File: config.mk
export PLATFORM = sky130hd
export DESIGN_NAME = fcbm_ctrl
export DESIGN_NICKNAME = d
export VERILOG_FILES = /design/src/hw/rtl/fcbm_pkg.sv /design/src/hw/rtl/fcbm_ctrl.sv
export SDC_FILE = /design/constraint.sdc
export NUM_CORES = 1
export LEC_CHECK = 0
export BUFFER_PORTS_ARGS = -buffer_cell sky130_fd_sc_hd__buf_4
export CAP_MARGIN = 5
export CELL_PAD_IN_SITES_DETAIL_PLACEMENT = 0
export CELL_PAD_IN_SITES_GLOBAL_PLACEMENT = 1
export CORE_MARGIN = 2
export CORE_UTILIZATION = 35
export CTS_CLUSTER_SIZE = 30
export DETAILED_ROUTE_END_ITERATION = 10
export MAX_ROUTING_LAYER = met4
export PLACE_DENSITY = 0.91
export SETUP_SLACK_MARGIN = 0.15
export SLEW_MARGIN = 10
export SYNTH_ARGS = -nofsm -noshare
export SYNTH_HDL_FRONTEND = slang
export SYNTH_SLANG_ARGS = --single-unit
File: constraint.sdc
create_clock -name clk -period 2.7 [get_ports clk]
set_input_delay 0 -clock clk [delete_from_list [all_inputs] [get_ports clk]]
set_output_delay 0 -clock clk [all_outputs]
set_load 0.01 [all_outputs]
File: src/hw/rtl/fcbm_pkg.sv
// Shared types and constants of the freezer cartridge bus mapper.
`timescale 1ns / 1ps

package fcbm_pkg;

  // Store geometry
  localparam int ROM_DEPTH  = 32768;
  localparam int SIDE_DEPTH = 8192;
  localparam int ROM_AW     = $clog2(ROM_DEPTH);
  localparam int SIDE_AW    = $clog2(SIDE_DEPTH);
  localparam int BANK_AW    = ROM_AW - SIDE_AW;

  // Default number of ROM banks
  localparam int BANK_COUNT_DEF = 4;

  // Fixed byte values and offsets
  localparam logic [7:0]         RAM_FILL      = 8'hBD;
  localparam logic [7:0]         UPPER_MASK    = 8'hE7;
  localparam logic [7:0]         UPPER_MATCH   = 8'h22;
  localparam logic [SIDE_AW-1:0] IO2_BASE      = SIDE_AW'(31 * 256);
  localparam logic [19:0]        DEBOUNCE_INIT = 20'd500000;
  localparam logic [1:0]         RUN_FULL      = 2'd3;
  localparam logic [1:0]         MODE_ULTIMAX  = 2'd3;

  // Configuration register indexes
  localparam int CFG_IW = 2;
  localparam logic [CFG_IW-1:0] CFG_RAM_UPPER = 2'd0;
  localparam logic [CFG_IW-1:0] CFG_KERNEL    = 2'd1;
  localparam logic [CFG_IW-1:0] CFG_DEBOUNCE  = 2'd2;

  // Operation codes of an input transaction
  typedef enum logic [1:0] {
    OP_BUS         = 2'd0,
    OP_LOAD_ROM    = 2'd1,
    OP_LOAD_KERNEL = 2'd2,
    OP_RESET       = 2'd3
  } opcode_t;

  // Source of the byte driven onto the bus
  typedef enum logic [2:0] {
    SRC_NONE,
    SRC_RAM,
    SRC_ROM,
    SRC_KERNEL,
    SRC_CTRL
  } src_t;

  // One input transaction, unpacked
  typedef struct packed {
    opcode_t     opcode;
    logic [14:0] address;
    logic        cpu_writes;
    logic [7:0]  data_in;
    logic        low_rom_select;
    logic        high_rom_select;
    logic        io1_select;
    logic        io2_select;
    logic        kernel_area;
    logic        freeze_button;
  } item_t;

  // Memory accesses and line levels decided for one transaction
  typedef struct packed {
    src_t               src;
    logic               ram_re;
    logic               ram_we;
    logic [SIDE_AW-1:0] ram_addr;
    logic               rom_re;
    logic [ROM_AW-1:0]  rom_raddr;
    logic               rom_we;
    logic [ROM_AW-1:0]  rom_waddr;
    logic               kern_re;
    logic               kern_we;
    logic [SIDE_AW-1:0] kern_addr;
    logic [7:0]         wdata;
    logic [7:0]         ctrl_byte;
    logic               game;
    logic               exrom;
    logic               nmi;
  } op_t;

endpackage

File: src/hw/rtl/fcbm_ctrl.sv
// Bank and mode state, configuration registers and per-transaction decode.
`timescale 1ns / 1ps

module fcbm_ctrl #(
  parameter int BANK_COUNT = fcbm_pkg::BANK_COUNT_DEF
) (
  input  logic                          clk,
  input  logic                          rst,
  input  logic                          cfg_we,
  input  logic [fcbm_pkg::CFG_IW-1:0]   cfg_index,
  input  logic [19:0]                   cfg_data,
  input  fcbm_pkg::item_t               item,
  input  logic                          step,
  output fcbm_pkg::op_t                 op
);

  localparam int SAW = fcbm_pkg::SIDE_AW;
  localparam int BAW = fcbm_pkg::BANK_AW;

  // Bank number folded into the bank count
  localparam logic [BAW-1:0] BankMod0 = BAW'(0 % BANK_COUNT);
  localparam logic [BAW-1:0] BankMod1 = BAW'(1 % BANK_COUNT);
  localparam logic [BAW-1:0] BankMod2 = BAW'(2 % BANK_COUNT);
  localparam logic [BAW-1:0] BankMod3 = BAW'(3 % BANK_COUNT);

  // Configuration
  logic        ram_at_upper_variant;
  logic        kernel_present;
  logic [19:0] debounce_cycles;

  // Mapper state
  logic [7:0]     control_byte, control_byte_next;
  logic [BAW-1:0] bank_select, bank_select_next;
  logic           ram_low_export, ram_low_export_next;
  logic           ram_high_export, ram_high_export_next;
  logic           cart_enabled, cart_enabled_next;
  logic           mode3_flag, mode3_flag_next;
  logic           game_level, game_level_next;
  logic           exrom_level, exrom_level_next;
  logic           nmi_level, nmi_level_next;
  logic [1:0]     write_run, write_run_next;
  logic           freeze_pending, freeze_pending_next;
  logic [19:0]    button_holdoff, button_holdoff_next;

  logic [SAW-1:0] addr_win;
  logic [SAW-1:0] addr_io2;
  logic [BAW-1:0] bank_eff;
  logic           wr;
  logic           rd;
  logic           any_ram;
  logic           handled;
  logic           ctrl_wr;
  logic [7:0]     ctrl_val;
  logic [1:0]     mode_sel;

  // Configuration writes
  always_ff @(posedge clk) begin
    if (rst) begin
      ram_at_upper_variant <= 1'b0;
      kernel_present       <= 1'b0;
      debounce_cycles      <= fcbm_pkg::DEBOUNCE_INIT;
    end else if (cfg_we) begin
      case (cfg_index)
        fcbm_pkg::CFG_RAM_UPPER: ram_at_upper_variant <= cfg_data[0];
        fcbm_pkg::CFG_KERNEL:    kernel_present       <= cfg_data[0];
        fcbm_pkg::CFG_DEBOUNCE:  debounce_cycles      <= cfg_data;
        default: ;
      endcase
    end
  end

  // Fold the bank number
  always_comb begin
    case (bank_select)
      2'd0:    bank_eff = BankMod0;
      2'd1:    bank_eff = BankMod1;
      2'd2:    bank_eff = BankMod2;
      default: bank_eff = BankMod3;
    endcase
  end

  assign addr_win = item.address[SAW-1:0];
  assign addr_io2 = fcbm_pkg::IO2_BASE | SAW'(item.address[7:0]);
  assign wr       = item.cpu_writes;
  assign rd       = ~item.cpu_writes;
  assign any_ram  = ram_low_export | ram_high_export;

  // Decode one transaction and work out the next state
  always_comb begin
    control_byte_next    = control_byte;
    bank_select_next     = bank_select;
    ram_low_export_next  = ram_low_export;
    ram_high_export_next = ram_high_export;
    cart_enabled_next    = cart_enabled;
    mode3_flag_next      = mode3_flag;
    game_level_next      = game_level;
    exrom_level_next     = exrom_level;
    nmi_level_next       = nmi_level;
    write_run_next       = write_run;
    freeze_pending_next  = freeze_pending;
    button_holdoff_next  = button_holdoff;
    handled              = 1'b0;
    ctrl_wr              = 1'b0;
    ctrl_val             = item.data_in;
    mode_sel             = 2'd0;

    op           = '0;
    op.src       = fcbm_pkg::SRC_NONE;
    op.wdata     = item.data_in;
    op.ctrl_byte = control_byte;
    op.kern_addr = addr_win;
    op.ram_addr  = addr_win;
    op.rom_raddr = {bank_eff, addr_win};
    op.rom_waddr = item.address;

    case (item.opcode)
      fcbm_pkg::OP_LOAD_ROM: begin
        op.rom_we = 1'b1;
      end
      fcbm_pkg::OP_LOAD_KERNEL: begin
        op.kern_we = 1'b1;
      end
      fcbm_pkg::OP_RESET: begin
        cart_enabled_next   = 1'b1;
        ctrl_wr             = 1'b1;
        ctrl_val            = 8'h00;
        write_run_next      = 2'd0;
        freeze_pending_next = 1'b0;
        button_holdoff_next = 20'd0;
      end
      default: begin
        // Count consecutive writes, saturating
        if (wr) begin
          if (write_run != fcbm_pkg::RUN_FULL) write_run_next = write_run + 2'd1;
        end else begin
          write_run_next = 2'd0;
        end

        if (kernel_present && item.high_rom_select && item.kernel_area && !mode3_flag) begin
          op.src     = fcbm_pkg::SRC_KERNEL;
          op.kern_re = 1'b1;
          handled    = 1'b1;
        end else if (cart_enabled) begin
          handled = 1'b1;
          if (rd && ((item.high_rom_select && ram_high_export) ||
                     (item.low_rom_select && ram_low_export))) begin
            op.src    = fcbm_pkg::SRC_RAM;
            op.ram_re = 1'b1;
          end else if (rd && ((item.low_rom_select && !ram_low_export) ||
                              (item.high_rom_select && !ram_high_export))) begin
            op.src    = fcbm_pkg::SRC_ROM;
            op.rom_re = 1'b1;
          end else if (wr && ((item.low_rom_select && ram_low_export) ||
                              (item.high_rom_select && ram_high_export))) begin
            op.ram_we = 1'b1;
          end else if (rd && item.io1_select) begin
            op.src = fcbm_pkg::SRC_CTRL;
          end else if (rd && item.io2_select) begin
            op.ram_addr  = addr_io2;
            op.rom_raddr = {bank_eff, addr_io2};
            if (any_ram) begin
              op.src    = fcbm_pkg::SRC_RAM;
              op.ram_re = 1'b1;
            end else begin
              op.src    = fcbm_pkg::SRC_ROM;
              op.rom_re = 1'b1;
            end
          end else if (wr && item.io1_select) begin
            ctrl_wr = 1'b1;
          end else if (wr && item.io2_select && any_ram) begin
            op.ram_addr = addr_io2;
            op.ram_we   = 1'b1;
          end else begin
            handled = 1'b0;
          end
        end

        // Freeze button and entry into the freeze map
        if (!handled) begin
          if (item.freeze_button && button_holdoff == 20'd0) begin
            button_holdoff_next = debounce_cycles;
            freeze_pending_next = 1'b1;
            nmi_level_next      = 1'b0;
          end else begin
            if (button_holdoff != 20'd0) button_holdoff_next = button_holdoff - 20'd1;
            if (freeze_pending && write_run_next == fcbm_pkg::RUN_FULL) begin
              exrom_level_next     = 1'b1;
              nmi_level_next       = 1'b1;
              game_level_next      = 1'b0;
              cart_enabled_next    = 1'b1;
              mode3_flag_next      = 1'b1;
              freeze_pending_next  = 1'b0;
              bank_select_next     = '0;
              ram_high_export_next = 1'b0;
              ram_low_export_next  = ram_at_upper_variant;
            end
          end
        end
      end
    endcase

    // Apply a control register write
    if (ctrl_wr) begin
      control_byte_next = ctrl_val;
      bank_select_next  = ctrl_val[4:3];
      if (ctrl_val[2]) cart_enabled_next = 1'b0;
      if (ctrl_val[6]) nmi_level_next = 1'b1;
      if (ram_at_upper_variant &&
          (ctrl_val & fcbm_pkg::UPPER_MASK) == fcbm_pkg::UPPER_MATCH) begin
        ram_low_export_next  = 1'b0;
        ram_high_export_next = 1'b1;
        mode_sel             = 2'b01;
      end else begin
        ram_low_export_next  = ctrl_val[5];
        ram_high_export_next = 1'b0;
        mode_sel             = ctrl_val[1:0];
      end
      exrom_level_next = mode_sel[1];
      game_level_next  = ~mode_sel[0];
      mode3_flag_next  = (mode_sel == fcbm_pkg::MODE_ULTIMAX) & cart_enabled_next;
    end

    op.game  = game_level_next;
    op.exrom = exrom_level_next;
    op.nmi   = nmi_level_next;
  end

  // Commit state when the transaction moves on
  always_ff @(posedge clk) begin
    if (rst) begin
      control_byte    <= 8'h00;
      bank_select     <= '0;
      ram_low_export  <= 1'b0;
      ram_high_export <= 1'b0;
      cart_enabled    <= 1'b1;
      mode3_flag      <= 1'b0;
      game_level      <= 1'b1;
      exrom_level     <= 1'b0;
      nmi_level       <= 1'b1;
      write_run       <= 2'd0;
      freeze_pending  <= 1'b0;
      button_holdoff  <= 20'd0;
    end else if (step) begin
      control_byte    <= control_byte_next;
      bank_select     <= bank_select_next;
      ram_low_export  <= ram_low_export_next;
      ram_high_export <= ram_high_export_next;
      cart_enabled    <= cart_enabled_next;
      mode3_flag      <= mode3_flag_next;
      game_level      <= game_level_next;
      exrom_level     <= exrom_level_next;
      nmi_level       <= nmi_level_next;
      write_run       <= write_run_next;
      freeze_pending  <= freeze_pending_next;
      button_holdoff  <= button_holdoff_next;
    end
  end

  // The freeze map only exists with the cartridge enabled
  a_mode3_enabled: assert property (@(posedge clk) disable iff (rst)
    mode3_flag |-> cart_enabled)
    else $error("mode 3 map active with cartridge disabled");

  // RAM is exported at one window at most
  a_one_ram_window: assert property (@(posedge clk) disable iff (rst)
    !(ram_low_export && ram_high_export))
    else $error("RAM exported at both windows");

endmodule

==> flow_summary.yaml, run 1 <==
run_status:
  status: "completed"
detailed_routing:
  drt_iter0_drc: 204
  avgRoutedWirePerCell_um: 13.9
  finalWirelength_um: 9970
  vias_per_cell: 5.14
  drc: 0
  ant_nets: 0
  first_pass_iters: 4
  vias: 3694
logic_synthesis:
  syn-cell-area_mm2: 0.00379
  seq_area_frac_synth_pct: 32.7
  yosys_warnings: 0
  ys.flop_type: "dfxtp_1"
  synth_top_area_share_pct: 32.7
  yosysMostFrequentCell: "nand2_1"
  synth_common_cells: "nand2_1, dfxtp_1, buf_4"
  async_flop_share_pct: 0
  ys_seq_elements: 62
  synth_nets: 568
  synth_area_per_cell_um2: 7.53
  synth_cell_types: 58
  synthTopCellsByArea: "dfxtp_1, buf_4, nand2_1"
  yosysTopAreaCell: "dfxtp_1"
  synth_edf_count: 0
  netlist_instances: 504
clocking:
  insertion_delay_ns: 0.36
  cts_sinks: 62
  numCtsBuffers: 9
  cts_tree: "built"
  clk_path_buf_depth: 2
  clk_pin_slew_ns: 0.07
  cts_root_buf: "clkbuf_8"
  h-tree-depth: 3
run:
  maxCapViolCount: 0
cells_and_area:
  diodes: 0
  fin_cells: 719
  syn2layout_area_growth_pct: 28.1
  fin_nets: 638
  drive_above_1_share_pct: 24.4
  fillers: 1052
global_routing:
  grt_pass1_vias: 3475
  grt_overflow: 0
  antenna_found_initial: 0
  grt_max_degree: 50
  grt_usage_pct: 17.7
  grt_pass1_wl_um: 16000
die:
  die_w_um: 108
  coreArea_mm2: 0.0107
  io_pins: 142
  num_rows: 38
  die_y_um: 108
  dieArea_mm2: 0.0117
  start_util_pct: 35.5
worst_hold_path:
  hold_class: "in -> out"
timing:
  period_share_pct: 91.3
  slew_headroom_pct: 42.2
  fmax_ghz: 0.406
  setup_violations: 0
  slew_violations: 0
  setup_tns_ns: 0
  finClkSkew_ns: 0.0111
  hold_viol_final: 0
  fin_crit_ns: 2.47
  rsz0062_at_grt: "no"
  worst_slew_pin_slew_ns: 0.867
power_and_ir_drop:
  leakage_nw: 2.14
  power_density_mw_per_mm2: 608
  p_total_w: 0.00295
  ir_worst_vdd_mv: 0.266
place:
  dpl.hpwl_um: 7070
  io_buffers: 97
  dp_cells: 671
  gp_congestion: 0.875
critical_path:
  required_ns: 2.70
  worst_setup_path_start_kind: "register"
  path_class: "reg -> out"
  cp.arrival_ns: 2.47
  critPathMaxFanout: 5
  critPathCaptureType: "primary output"
[layer usage]
| metal | part of all wire (%) | global-route usage (%) | vias to the layer above |
|---|---|---|---|
| li1 | - | - | 1850 |
| met2 | 47 | 28.2 | 106 |
| met4 | 2.2 | 8.79 | 0 |
| met5 | 0 | - | - |
| met1 | 45 | 21.1 | 1719 |
| met3 | 5.9 | 3.92 | 19 |
[worst paths after layout]
path         depth (start not counted)               start  slack [ns]            endpoint
min                                  0            item[28]    0.000004              op[47]
max reg2reg                          7  button_holdoff[11]        0.25   button_holdoff[0]
max                                  7  button_holdoff[11]        0.23               op[1]
min reg2reg                          2  debounce_cycles[1]        0.46  debounce_cycles[1]
[worst max-delay path, stage by stage, from the launching register on]
cell	delay, ns
dfxtp_2	0.34
or4_1	0.54
or4_4	0.46
or2_4	0.28
a21oi_4	0.17
o21a_1	0.12
a21oi_1	0.04
buf_4	0.15
[final cells by class]
cell class / instances / area [um^2] / share of cell area, %
sequential: 62 / 1240 / 25.6
clock inverter: 3 / 65.1 / 1.34
multi-input combinational: 348 / 2030 / 41.8
timing repair buffer: 140 / 1120 / 23.1
inverter: 13 / 48.8 / 1.00
tap: 140 / 175 / 3.61
clock buffer: 13 / 169 / 3.48
[where the power goes]
part	total (W)	leakage, nW	internal (W)	switching, W
clock	0.000967	0.120	0.000594	0.000373
sequential	0.00102	0.505	0.000967	0.0000489
combinational	0.000970	1.52	0.000430	0.000540
[cells in the final DEF, fill, tap and decap left out, types with 3 or more instances in the layout]
master	count
ha_1	6
o21ai_0	13
a221oi_1	3
nand4_1	4
buf_4	111
a31oi_1	9
xor2_1	3
mux2i_1	3
dfxtp_1	60
or3_1	5
nand3b_1	6
nand2b_1	17
nand3_1	16
nor2_1	31
nand2_1	95
dlygate4sd3_1	29
nor2b_1	7
inv_1	12
o21a_1	3
nor4_1	3
nor3_1	6
or4_1	8
a21o_1	11
a21oi_1	39
and3_1	3
a211oi_1	3
clkbuf_8	12
o211ai_1	6
nor3b_1	3
[cell families after synthesis]
kind of cell,count (synthesis),share of synthesized area [%]
buf+inv,94,15.0
xor+xnor,5,1.15
flops,62,32.7
mux,3,0.792
simple gates,222,28.8
fa+ha+maj,6,1.98
compound gates,112,19.5
[sequential cells by signal, summed over array words and instances (netlist names)]
register	cells
ram_high_export	1
debounce_cycles	20
bank_select	2
write_run	2
freeze_pending	1
control_byte	8
exrom_level	1
game_level	1
kernel_present	1
cart_enabled	1
ram_low_export	1
button_holdoff	20
nmi_level	1
ram_at_upper_variant	1
mode3_flag	1
[repair_timing]
action	4_1_cts	5_1_grt
hold endpoints to repair	33	0
setup buffers	0	3
hold buffers	29	0
setup endpoints to repair	17	13
resized for setup	5	9
pin swaps	2	3
[metrics by stage]
step           setup WS, ns  util [%]  hold WS [ns]  area (um^2)
3_3_place_gp          0.178      39.8     0.0000686         4260
5_1_grt               0.101      45.4     0.0000300         4860
4_1_cts               0.175      44.9     0.0000686         4800
6_report              0.234      45.4    0.00000447         4860
2_1_floorplan         0.237         -        0.0918         3790
3_5_place_dp         0.0784      39.8     0.0000686         4260
No activity file was read; power rests on OpenSTA's default activity.
==> inputs of run 2 (changes only) <==
- ABC_AREA: default -> 1
- CORE_UTILIZATION: 35 -> 34
- PLACE_DENSITY: 0.91 -> 0.9
==> flow_summary.yaml, run 2 <==
cells_and_area:
  diodes: 0
  syn2layout_area_growth_pct: 25.0
  fillers: 1197
  reg.largest.list: "button_holdoff (20), debounce_cycles (20), control_byte (8)"
  drive_above_1_share_pct: 20.6
  fin_cells: 842
  final_cell_mix: "nand2_1, buf_4, nor2_1, inv_1, dfxtp_1"
  layout_commonest_cell: "nand2_1"
  fin_nets: 754
critical_path:
  cp.arrival_ns: 2.32
  critPathMaxFanout: 12
  critPathCaptureType: "primary output"
  worst_setup_path_start_kind: "register"
  required_ns: 2.70
  path_class: "reg -> out"
place:
  dp_slack_ns: 0.648
  dp_cells: 798
  dpl.hpwl_um: 8170
  gp_congestion: 0.862
  io_buffers: 97
global_routing:
  grt_pass1_wl_um: 18200
  grt_pass1_vias: 3927
  grt_usage_pct: 18.0
  grt_max_degree: 31
  grt_overflow: 0
  antenna_found_initial: 0
run_status:
  status: "completed"
power_and_ir_drop:
  leakage_nw: 2.48
  power_density_mw_per_mm2: 610
  ir_worst_vdd_mv: 0.321
run:
  maxCapViolCount: 0
die:
  start_util_pct: 34.5
  dieArea_mm2: 0.0129
  num_rows: 40
  io_pins: 142
  die_y_um: 114
  die_w_um: 114
  coreArea_mm2: 0.0119
logic_synthesis:
  synth_nets: 691
  async_flop_share_pct: 0
  synth_top_area_share_pct: 30.4
  synth_common_cells: "nand2_1, nor2_1, dfxtp_1, inv_1, buf_4"
  syn-cell-area_mm2: 0.00409
  seq_area_frac_synth_pct: 30.4
  ys_seq_elements: 62
  synth_edf_count: 0
  yosysMostFrequentCell: "nand2_1"
  yosys_warnings: 0
  synth_cell_types: 33
  yosysTopAreaCell: "dfxtp_1"
  ys.flop_type: "dfxtp_1"
  synthTopCellsByArea: "dfxtp_1, nand2_1, buf_4"
  netlist_instances: 627
  synth_area_per_cell_um2: 6.52
timing:
  slew_headroom_pct: 54.1
  setup_ws_ns: 0.376
  rsz0062_at_grt: "no"
  finClkSkew_ns: 0.00393
  slew_violations: 0
  setup_violations: 0
  hold_viol_final: 0
  holdWs_ns: 0.00000352
  period_share_pct: 86.1
  setup_tns_ns: 0
  fin_crit_ns: 2.32
  fmax_ghz: 0.430
  worst_slew_pin_slew_ns: 0.687
clocking:
  numCtsBuffers: 9
  insertion_delay_ns: 0.34
  clk_path_buf_depth: 2
  clk_pin_slew_ns: 0.05
  cts_tree: "built"
  h-tree-depth: 3
  cts_root_buf: "clkbuf_16"
  cts_sinks: 62
detailed_routing:
  avgRoutedWirePerCell_um: 13.2
  ant_nets: 0
  drc: 0
  vias_per_cell: 4.88
  drt_iter0_drc: 279
  vias: 4105
  first_pass_iters: 5
  finalWirelength_um: 11100
worst_hold_path:
  hold_class: "in -> out"
-- run 2: cell type report --
type / instances / area [um^2] / share of cell area (%)
clock buffer: 11 / 253 / 4.95
clock inverter: 5 / 57.6 / 1.13
inverter: 65 / 244 / 4.78
multi-input combinational: 422 / 2080 / 40.8
sequential: 62 / 1240 / 24.3
tap: 147 / 184 / 3.60
timing repair buffer: 130 / 1050 / 20.5
-- run 2: path summary, 6_finish.rpt --
| path | endpoint | slack (ns) | startpoint | cells past startpoint |
|---|---|---|---|---|
| setup reg to reg | mode3_flag | 0.70 | button_holdoff[0] | 12 |
| hold / removal | op[48] | 0.000004 | item[29] | 0 |
| hold reg to reg | debounce_cycles[9] | 0.46 | debounce_cycles[9] | 2 |
| setup / recovery | op[1] | 0.38 | button_holdoff[0] | 12 |
-- run 2: metal layers --
layer / up-vias / track usage (%) / wire length [um]
li1: 2085 / - / -
met1: 1870 / 21.4 / 4950
met2: 124 / 29.8 / 5340
met3: 26 / 2.18 / 497
met4: 0 / 10.1 / 342
met5: - / - / 0
-- run 2: power breakdown --
group	switching [W]	internal, W	leakage [nW]
sequential	0.0000499	0.000975	0.507
clock	0.000421	0.000761	0.144
combinational	0.000543	0.000367	1.83
total	0.00101	0.00210	2.48
-- run 2: through the flow --
| step | cell area, um^2 | util, % | total power [W] |
|---|---|---|---|
| after floorplan | 4090 | - | 0.00172 |
| after global placement | 4500 | 38.0 | 0.00188 |
| after detailed placement | 4500 | 38.0 | 0.00190 |
| after CTS | 5090 | 42.9 | 0.00312 |
| after global routing | 5110 | 43.1 | 0.00329 |
| final | 5110 | 43.1 | 0.00312 |
-- run 2: worst max-delay path, cell delays in order (launching register included) --
cell and delay, ns:
dfxtp_1 0.32, inv_1 0.13, ha_1 0.18, nand2_1 0.06, nor2_1 0.24, nand3_1 0.16
nor2_4 0.29, nor2_1 0.11, nand3_1 0.12, nand2_1 0.07, o21ai_0 0.10, inv_1 0.07
buf_4 0.14
-- run 2: cell families after synthesis --
logic type	share of synthesized area (%)
XOR/XNOR	2.79
AND/OR/NAND/NOR	32.6
AO/OA/AOI/OAI	13.4
buffers and inverters	19.0
adder cells (fa/ha/maj)	1.84
flip-flops	30.4
-- run 2: repair_timing --
| item | in CTS | in global routing |
|---|---|---|
| buffers inserted | 0 | 0 |
| resized for setup | 0 | 2 |
| hold buffers | 28 | 0 |
| endpoints found under the setup margin | 0 | 2 |
| hold endpoints to repair | 34 | 0 |
==> inputs of run 3 (changes only) <==
==> constraint.sdc (replaced) <==
create_clock -name clk -period 2.7 [get_ports clk]
set_input_delay 0.27 -clock clk [delete_from_list [all_inputs] [get_ports clk]]
set_output_delay 0.27 -clock clk [all_outputs]
set_load 0.01 [all_outputs]
==> flow_summary.yaml, run 3 (synthesis gave the netlist of run 2 again) <==
timing:
  slew_violations: 0
  setup_tns_ns: 0
  period_share_pct: 86.7
  slew_headroom_pct: 52.9
  rsz0062_at_grt: "no"
  hold_viol_final: 0
  holdWs_ns: 0.150
  fin_crit_ns: 2.34
  setup_violations: 0
  worst_slew_pin_slew_ns: 0.706
  fmax_ghz: 0.427
  finClkSkew_ns: 0.00780
worst_hold_path:
  hold_class: "in -> reg"
  holdPathStages: 3
  min_to: "debounce_cycles[16]"
  hold_start: "cfg_data[16]"
clocking:
  clk_path_buf_depth: 2
  cts_root_buf: "clkbuf_16"
  cts_sinks: 62
  numCtsBuffers: 9
  postCtsSetupBuffers: 0
  ctsResizeCount: 0
  clk_pin_slew_ns: 0.06
  cts_tree: "built"
  hold_buffers: 0
  h-tree-depth: 3
  insertion_delay_ns: 0.33
global_routing:
  grt_pass1_vias: 3754
  grt_overflow: 0
  grt_max_degree: 31
  antenna_found_initial: 0
  grt_usage_pct: 17.8
  grt_pass1_wl_um: 17900
critical_path:
  cp_num_buf_inv: 3
  ff2ff_path_depth: 10
  critPathMaxFanout: 4
  critPathCaptureType: "primary output"
  path_class: "reg -> out"
  crit_family: "simple AND/OR/NAND/NOR gates"
  cpMaxStageDelayCell: "dfxtp_1"
  cp.arrival_ns: 2.07
  worst_setup_path_start_kind: "register"
  required_ns: 2.43
  cp_cell_sequence: "inv_1, ha_1, nand2_1, nor2_1, nand3_1, nor2_2, nor2_1, nand3_1, nand2_1, o21ai_0, inv_1, buf_4"
  slowest_delay_ns: 0.32
  r2r_slack_ns: 0.64
  r2r_end: "button_holdoff[13]"
  r2r-start: "button_holdoff[0]"
detailed_routing:
  vias_per_cell: 4.85
  avgRoutedWirePerCell_um: 13.3
  first_pass_iters: 4
  vias: 3955
  ant_nets: 0
  drt_iter0_drc: 221
  finalWirelength_um: 10900
  drc: 0
cells_and_area:
  final_cell_mix: "nand2_1, buf_4, nor2_1, inv_1, dfxtp_1"
  fin_nets: 728
  fillers: 1213
  regArea_mm2: 0.00124
  diodes: 0
  layout_commonest_cell: "nand2_1"
  multi_input_area_mm2: 0.00207
  final_core_util_pct: 40.5
  reg.largest.list: "button_holdoff (20), debounce_cycles (20), control_byte (8)"
  syn2layout_area_growth_pct: 17.7
  drive_above_1_share_pct: 21.5
place:
  dpl.hpwl_um: 8210
  io_buffers: 97
  gp_congestion: 0.884
power_and_ir_drop:
  leakage_nw: 2.37
  power_density_mw_per_mm2: 630
  ir_worst_vdd_mv: 0.343
die:
  coreArea_mm2: 0.0119
  die_w_um: 114
  io_pins: 142
  start_util_pct: 34.5
  dieArea_mm2: 0.0129
  num_rows: 40
  die_y_um: 114
run:
  maxCapViolCount: 0
run_status:
  status: "completed"
==> run 3: report_power, final <==
group,switching [W],leakage (nW),internal (W),total [W]
clock network,0.000430,0.134,0.000710,0.00114
logic,0.000525,1.73,0.000342,0.000867
registers,0.0000476,0.507,0.000975,0.00102
==> run 3: worst max path at each step <==
stage	end	from	slack, ns	cells past startpoint
after floorplan	op[1]	item[30]	0.97	10
after global placement	op[1]	item[30]	0.69	11
after detailed placement	button_holdoff[13]	button_holdoff[0]	0.64	10
after CTS	op[1]	button_holdoff[0]	0.33	12
after global routing	op[1]	button_holdoff[0]	0.20	12
final	op[1]	button_holdoff[0]	0.36	12
==> run 3: per-stage QoR <==
step / area, um^2 / power, W / setup WS, ns / cells
floorplan: 4090 / 0.00172 / 0.971 / 627
finish: 4810 / 0.00303 / 0.358 / 816
detailed placement: 4520 / 0.00191 / 0.637 / 800
CTS: 4810 / 0.00306 / 0.335 / 816
global route: 4810 / 0.00322 / 0.200 / 816
global placement: 4520 / 0.00189 / 0.694 / 800
==> run 3: final cells by class <==
type,instances,share of cell area [%]
multi-input combinational,422,43.0
sequential,62,25.8
timing repair buffer,104,16.2
inverter,65,5.07
clock buffer,10,4.76
tap,147,3.82
clock inverter,6,1.30
==> run 3: layer usage <==
layer	global-route usage, %	share of wire (%)
met1	22.0	46
met2	29.3	47
met3	2.92	5.0
met4	6.91	1.5
met5	-	0
==> run 3: worst min-delay path: cells and delay by family <==
family / cells / cell delay, ns
and+or+nand+nor: 2 / 0.10
buffers and inverters: 1 / 0.08
